--- src/hdl/ibt_pkg.sv ---
// Shared types and codes for the interval booking table.
package ibt_pkg;

  // Sequencer states of the booking table.
  typedef enum logic [1:0] {
    ST_IDLE,
    ST_SCAN,
    ST_DECIDE,
    ST_FINISH
  } state_t;

  // Result status codes.
  typedef logic [1:0] status_t;

  localparam status_t STATUS_BOOKED  = 2'd0;
  localparam status_t STATUS_OVERLAP = 2'd1;
  localparam status_t STATUS_INVALID = 2'd2;
  localparam status_t STATUS_FULL    = 2'd3;

  // Width of one stored interval: start and end side by side.
  localparam int unsigned BOUND_W = 32;
  localparam int unsigned SLOT_W  = 2 * BOUND_W;

endpackage

--- src/hdl/interval_booking_table.sv ---
// Interval booking table: overlap check of booking requests against a stored table.
//
// Each request books the half-open interval [req_start, req_end). A request with a
// negative start or a start past its end is answered as invalid without a scan.
// Otherwise the stored intervals are read one per cycle from a table memory with one
// write port and one read port, and compared against the request by one shared signed
// compare unit. The answer is overlap, table full, or booked, in which case the
// interval is written into the next free slot. The block takes one request at a time
// and holds in_stall high while it works; a finished result waits in the output
// register, so the next request can be accepted before that result is taken. Reset
// empties the table at once through its fill count; no clearing pass is needed.
module interval_booking_table #(
  parameter int unsigned TABLE_DEPTH = 64
) (
  input  logic                  clk,
  input  logic                  rst,
  input  logic                  in_valid,
  output logic                  in_stall,
  input  logic signed [31:0]    req_start,
  input  logic signed [31:0]    req_end,
  output logic                  out_valid,
  input  logic                  out_stall,
  output ibt_pkg::status_t      status
);
  import ibt_pkg::*;

  localparam int unsigned AW = $clog2(TABLE_DEPTH);
  localparam int unsigned CW = $clog2(TABLE_DEPTH + 1);
  localparam logic [CW-1:0] DEPTH_CNT = CW'(TABLE_DEPTH);

  state_t state;
  state_t state_next;

  logic signed [BOUND_W-1:0] req_start_q;
  logic signed [BOUND_W-1:0] req_end_q;
  logic                      req_bad;
  logic                      bad_in;
  logic                      in_accept;

  logic [CW-1:0]             used_count;
  logic [CW-1:0]             scan_idx;
  logic                      rd_vld;
  logic                      hit;

  logic [SLOT_W-1:0]         slot_mem [TABLE_DEPTH];
  logic [SLOT_W-1:0]         rd_data;
  logic signed [BOUND_W-1:0] rd_start;
  logic signed [BOUND_W-1:0] rd_end;

  logic                      rd_en;
  logic                      wr_en;
  logic                      overlap_now;
  logic                      scan_done;
  logic                      load_out;
  status_t                   res_status;

  // Request screening on the input ports.
  assign bad_in    = req_start[31] || (req_start > req_end);
  assign in_accept = in_valid && !in_stall;

  assign rd_start = rd_data[SLOT_W-1:BOUND_W];
  assign rd_end   = rd_data[BOUND_W-1:0];

  // The shared compare unit tests one stored interval per cycle.
  assign overlap_now = rd_vld && (rd_start < req_end_q) && (rd_end > req_start_q);

  // Next state of the sequencer.
  always_comb begin
    state_next = state;
    case (state)
      ST_IDLE: begin
        if (in_valid) begin
          state_next = bad_in ? ST_DECIDE : ST_SCAN;
        end
      end
      ST_SCAN: begin
        if (scan_done) begin
          state_next = ST_DECIDE;
        end
      end
      ST_DECIDE: begin
        state_next = ST_FINISH;
      end
      ST_FINISH: begin
        if (load_out) begin
          state_next = ST_IDLE;
        end
      end
      default: begin
        state_next = ST_IDLE;
      end
    endcase
  end

  // Control outputs of the sequencer.
  always_comb begin
    in_stall  = 1'b1;
    rd_en     = 1'b0;
    scan_done = 1'b0;
    wr_en     = 1'b0;
    load_out  = 1'b0;
    case (state)
      ST_IDLE: begin
        in_stall = 1'b0;
      end
      ST_SCAN: begin
        rd_en     = (scan_idx != used_count);
        scan_done = (scan_idx == used_count) && !rd_vld;
      end
      ST_DECIDE: begin
        wr_en = !req_bad && !hit && (used_count != DEPTH_CNT);
      end
      ST_FINISH: begin
        load_out = !out_valid || !out_stall;
      end
      default: begin
        in_stall = 1'b1;
      end
    endcase
  end

  // Sequencer state register.
  always_ff @(posedge clk) begin
    if (rst) begin
      state <= ST_IDLE;
    end else begin
      state <= state_next;
    end
  end

  // Request capture.
  always_ff @(posedge clk) begin
    if (in_accept) begin
      req_start_q <= req_start;
      req_end_q   <= req_end;
      req_bad     <= bad_in;
    end
  end

  // Scan pointer, read-valid flag and overlap flag.
  always_ff @(posedge clk) begin
    if (rst) begin
      rd_vld   <= 1'b0;
      hit      <= 1'b0;
      scan_idx <= '0;
    end else if (in_accept) begin
      rd_vld   <= 1'b0;
      hit      <= 1'b0;
      scan_idx <= '0;
    end else begin
      rd_vld <= rd_en;
      if (rd_en) begin
        scan_idx <= scan_idx + CW'(1);
      end
      if (overlap_now) begin
        hit <= 1'b1;
      end
    end
  end

  // Table memory: one write port and one registered read port.
  always_ff @(posedge clk) begin
    if (wr_en) begin
      slot_mem[used_count[AW-1:0]] <= {req_start_q, req_end_q};
    end
  end

  always_ff @(posedge clk) begin
    if (rd_en) begin
      rd_data <= slot_mem[scan_idx[AW-1:0]];
    end
  end

  // Fill count of the table.
  always_ff @(posedge clk) begin
    if (rst) begin
      used_count <= '0;
    end else if (wr_en) begin
      used_count <= used_count + CW'(1);
    end
  end

  // Result decision, in order of priority.
  always_ff @(posedge clk) begin
    if (state == ST_DECIDE) begin
      if (req_bad) begin
        res_status <= STATUS_INVALID;
      end else if (hit) begin
        res_status <= STATUS_OVERLAP;
      end else if (used_count == DEPTH_CNT) begin
        res_status <= STATUS_FULL;
      end else begin
        res_status <= STATUS_BOOKED;
      end
    end
  end

  // Output register.
  always_ff @(posedge clk) begin
    if (rst) begin
      out_valid <= 1'b0;
    end else if (load_out) begin
      out_valid <= 1'b1;
    end else if (!out_stall) begin
      out_valid <= 1'b0;
    end
  end

  always_ff @(posedge clk) begin
    if (load_out) begin
      status <= res_status;
    end
  end

endmodule

--- config.mk ---
export PLATFORM = sky130hd
export DESIGN_NAME = interval_booking_table
export DESIGN_NICKNAME = d
export VERILOG_FILES = /design/src/hdl/ibt_pkg.sv /design/src/hdl/interval_booking_table.sv
export SDC_FILE = /design/constraint.sdc
export NUM_CORES = 2
export LEC_CHECK = 0
export BUFFER_PORTS_ARGS = -buffer_cell sky130_fd_sc_hd__buf_4
export CORE_UTILIZATION = 53
export DETAILED_ROUTE_END_ITERATION = 8
export GPL_ROUTABILITY_DRIVEN = 0
export PLACE_DENSITY_LB_ADDON = 0.1
export SETUP_SLACK_MARGIN = 0.02
export SLEW_MARGIN = 20
export SYNTH_ARGS = -nofsm -noshare
export SYNTH_HDL_FRONTEND = slang
export SYNTH_SLANG_ARGS = --single-unit
--- constraint.sdc ---
create_clock -name clk -period 6.5 [get_ports clk]
set_input_delay 0.325 -clock clk [delete_from_list [all_inputs] [get_ports clk]]
set_output_delay 0.325 -clock clk [all_outputs]
set_load 0.05 [all_outputs]
==> reports/metrics.csv <==
metric,value,unit
worst_hold_slack,0.09542,ns
fin_area,0.1844,mm2
synthArstFlopShare,0,%
htreeDepth,5,
clockBufferDepth,4,
start_util,53.45,%
nFillCells,20799,
switching_share,21.98,%
power_density,318.8,mW/mm2
tritoncts,done,
cp-end-kind,flip-flop,
worst_slew_pin_slew,1.200,ns
finalCritPeriodShare,68.42,%
core_area,0.3038,mm2
setup_viol,0,
ys_seq_area_share,78.45,%
drt-initial-drc-count,11038,
multi_input_area,0.03375,mm2
cts.sinks,4248,
final_nets,7124,
ir_worst_vdd,395.1,uV
clockPowerShare,40.7,%
fin_crit,4.448,ns
drc,0,
synth_seq_cells,4248,
place_inst,10535,
cp.arrival,5.01,ns
p_leak,55.56,nW
final.setup_skew,0.08428,ns
cp.required,7.07,ns
ys_types,51,
synth_flop_cell,edfxtp_1,
dpl_cell_area,0.1701,mm2
syn_nets,6595,
holdBufCountCts,68,
cts-root-buf,clkbuf_16,
syn-cell-area,0.1624,mm2
seq_power_share,53.9,%
crit_fanout,26,
clk_latency,0.99,ns
cap_violations,0,
clk_pin_slew,0.07,ns
synthCells,6424,
grt_pass1_vias,75673,
antenna_found_initial,29,
routedWlPerCell,38.73,um
die_h,555.5,um
dr.pass1.iters,5,
final_hold_viol_count,0,
ys_warn_count,0,
track_usage,28.85,%
slew_headroom,20.01,%
rsz0062_at_grt,no,
critPathKind,flip-flop to flip-flop,
synth_edf_count,4229,
drtAntennaViolNets,0,
synth.avg_cell_area,25.27,um2
post-dp-hpwl,236200,um
grt_max_degree,125,
cts_buffers,426,
drive_gt1_share,32.23,%
run_status,finished clean,
wirelength,440900,um
fin_util,60.70,%
die_x,555.5,um
post_cts_buffers,0,
ios,72,
vias_per_cell,6.652,
fin_cells,11385,
portBuffers,71,
tns,0,ns
max_freq,224.8,MHz
p_comb_share,5.3,%
register_area,0.1274,mm2
internal_power,45.86,mW
grt_overflow,0,
critPathLaunchType,flip-flop,
vias,75738,
grt_pass1_wl,610800,um
min_path_type,input port to flip-flop,
postCtsResizedCells,0,
syn_to_final_growth,13.56,%
p_sw,12.92,mW
drv_slew,0,
rows,202,
die-area,0.3086,mm2
-- cell usage after synthesis, drive strengths merged (2+ instances only) --
cell type,number,area share (%)
clkbuf,178,0.41
dfxtp,19,0.23
xnor2,6,0.032
nor3b,2,0.0092
and4,4,0.022
a21o,6,0.028
a21boi,3,0.014
xor2,11,0.059
o21a,3,0.014
edfxtp,4229,78
nor2,98,0.23
a211o,2,0.011
a311oi,3,0.016
a211oi,2,0.0092
a221o,2,0.012
ha,103,0.79
o21bai,3,0.014
mux2i,2,0.012
nand2b,2,0.0077
or3b,2,0.011
nand4,19,0.073
mux4,1344,19
nor2b,4,0.015
nor4,2,0.0077
a2111oi,3,0.016
nand3,12,0.037
or2,3,0.012
and2,2,0.0077
o21ai,18,0.055
inv,105,0.24
a221oi,2,0.011
or3,4,0.015
nand3b,3,0.014
nor3,5,0.015
o211ai,4,0.018
a21oi,38,0.12
nand2,30,0.069
buf,136,0.42
-- sequential cells by signal, indices dropped and copies added (netlist names) --
| signal | count |
|---|---|
| hit | 1 |
| out_valid | 1 |
| rd_data | 64 |
| rd_vld | 1 |
| req_bad | 1 |
| req_end_q | 32 |
| req_start_q | 32 |
| res_status | 2 |
| scan_idx | 7 |
| slot_mem | 4096 |
| state | 2 |
| status | 2 |
| used_count | 7 |
-- metrics by stage --
stage / power, mW / setup WS [ns]
2_1_floorplan: 33.81 / 1.448
3_3_place_gp: 35.20 / 1.757
3_5_place_dp: 35.34 / 2.162
4_1_cts: 59.03 / 2.123
5_1_grt: 60.27 / 2.058
6_report: 58.78 / 2.052
-- placed cells by master, fill, tap and decap left out, types with 34 or more instances in the layout --
cell,synthesis,routed
clkbuf_16,0,433
buf_12,0,72
inv_1,105,105
buf_4,1,272
nor2_1,98,34
nor2_4,0,64
clkinv_2,0,70
clkinv_1,0,109
bufinv_16,0,34
clkbuf_1,178,86
dlygate4sd3_1,0,68
a21oi_1,38,38
mux4_2,1344,1344
ha_1,103,103
edfxtp_1,4229,4229
-- worst max-delay path: stages, from the launching register on --
cell and delay [ns]:
dfxtp_1 0.53, inv_1 0.15, ha_1 0.23, nand4b_1 0.15, and4bb_2 0.34, nor2b_1 0.32, nand3_1 0.66, nor2_4 1.03
buf_4 0.57
-- layout make-up --
cell class | count | area share (%)
diodes | 4 | 0.005429
repair buffers | 415 | 2.294
clock buffers | 520 | 6.059
flip-flops and latches | 4248 | 69.09
well taps | 4080 | 2.769
inverters | 105 | 0.2137
clock inverters | 256 | 1.268
multi-input cells | 1757 | 18.30
-- cell families after synthesis --
| family | count (synthesis) | synth area share, % |
|---|---|---|
| buffers and inverters | 419 | 1.074 |
| DFF | 4248 | 78.45 |
| muxes | 1346 | 18.65 |
| xor gates and xnor gates | 17 | 0.09170 |
| and+or+nand+nor | 195 | 0.5610 |
| adders and majority gates | 103 | 0.7937 |
| AOI/OAI and AO/OA | 96 | 0.3761 |
-- power by group through the flow --
stage                     clock [mW]  combinational (mW)  sequential [mW]
after floorplan                    0               0.966             32.8
after global placement             0                2.94             32.3
after detailed placement           0                3.07             32.3
after CTS                       24.2                3.10             31.7
after global routing            25.3                3.32             31.7
final                           23.9                3.14             31.7
-- per-layer routing --
| layer | global-route usage, % | vias to the layer above | part of all wire, % |
|---|---|---|---|
| li1 | - | 29099 | - |
| met3 | 5.154 | 638 | 9.4 |
| met4 | 6.853 | 12 | 2.6 |
| met1 | 42.51 | 41920 | 40 |
| met5 | 0 | - | 0.020 |
| met2 | 45.57 | 4069 | 48 |
-- worst paths after layout --
kind / depth (start not counted) / from / slack (ns) / endpoint
worst max register to register: 8 / used_count[0] / 2.05 / slot_mem[43][14]
worst min register to register: 2 / scan_idx[6] / 0.53 / scan_idx[6]
worst min-delay path: 2 / req_start[20] / 0.1 / req_start_q[20]
worst max-delay path: 8 / used_count[0] / 2.05 / slot_mem[43][14]
Note: power is estimated with default switching activity, not from simulation.
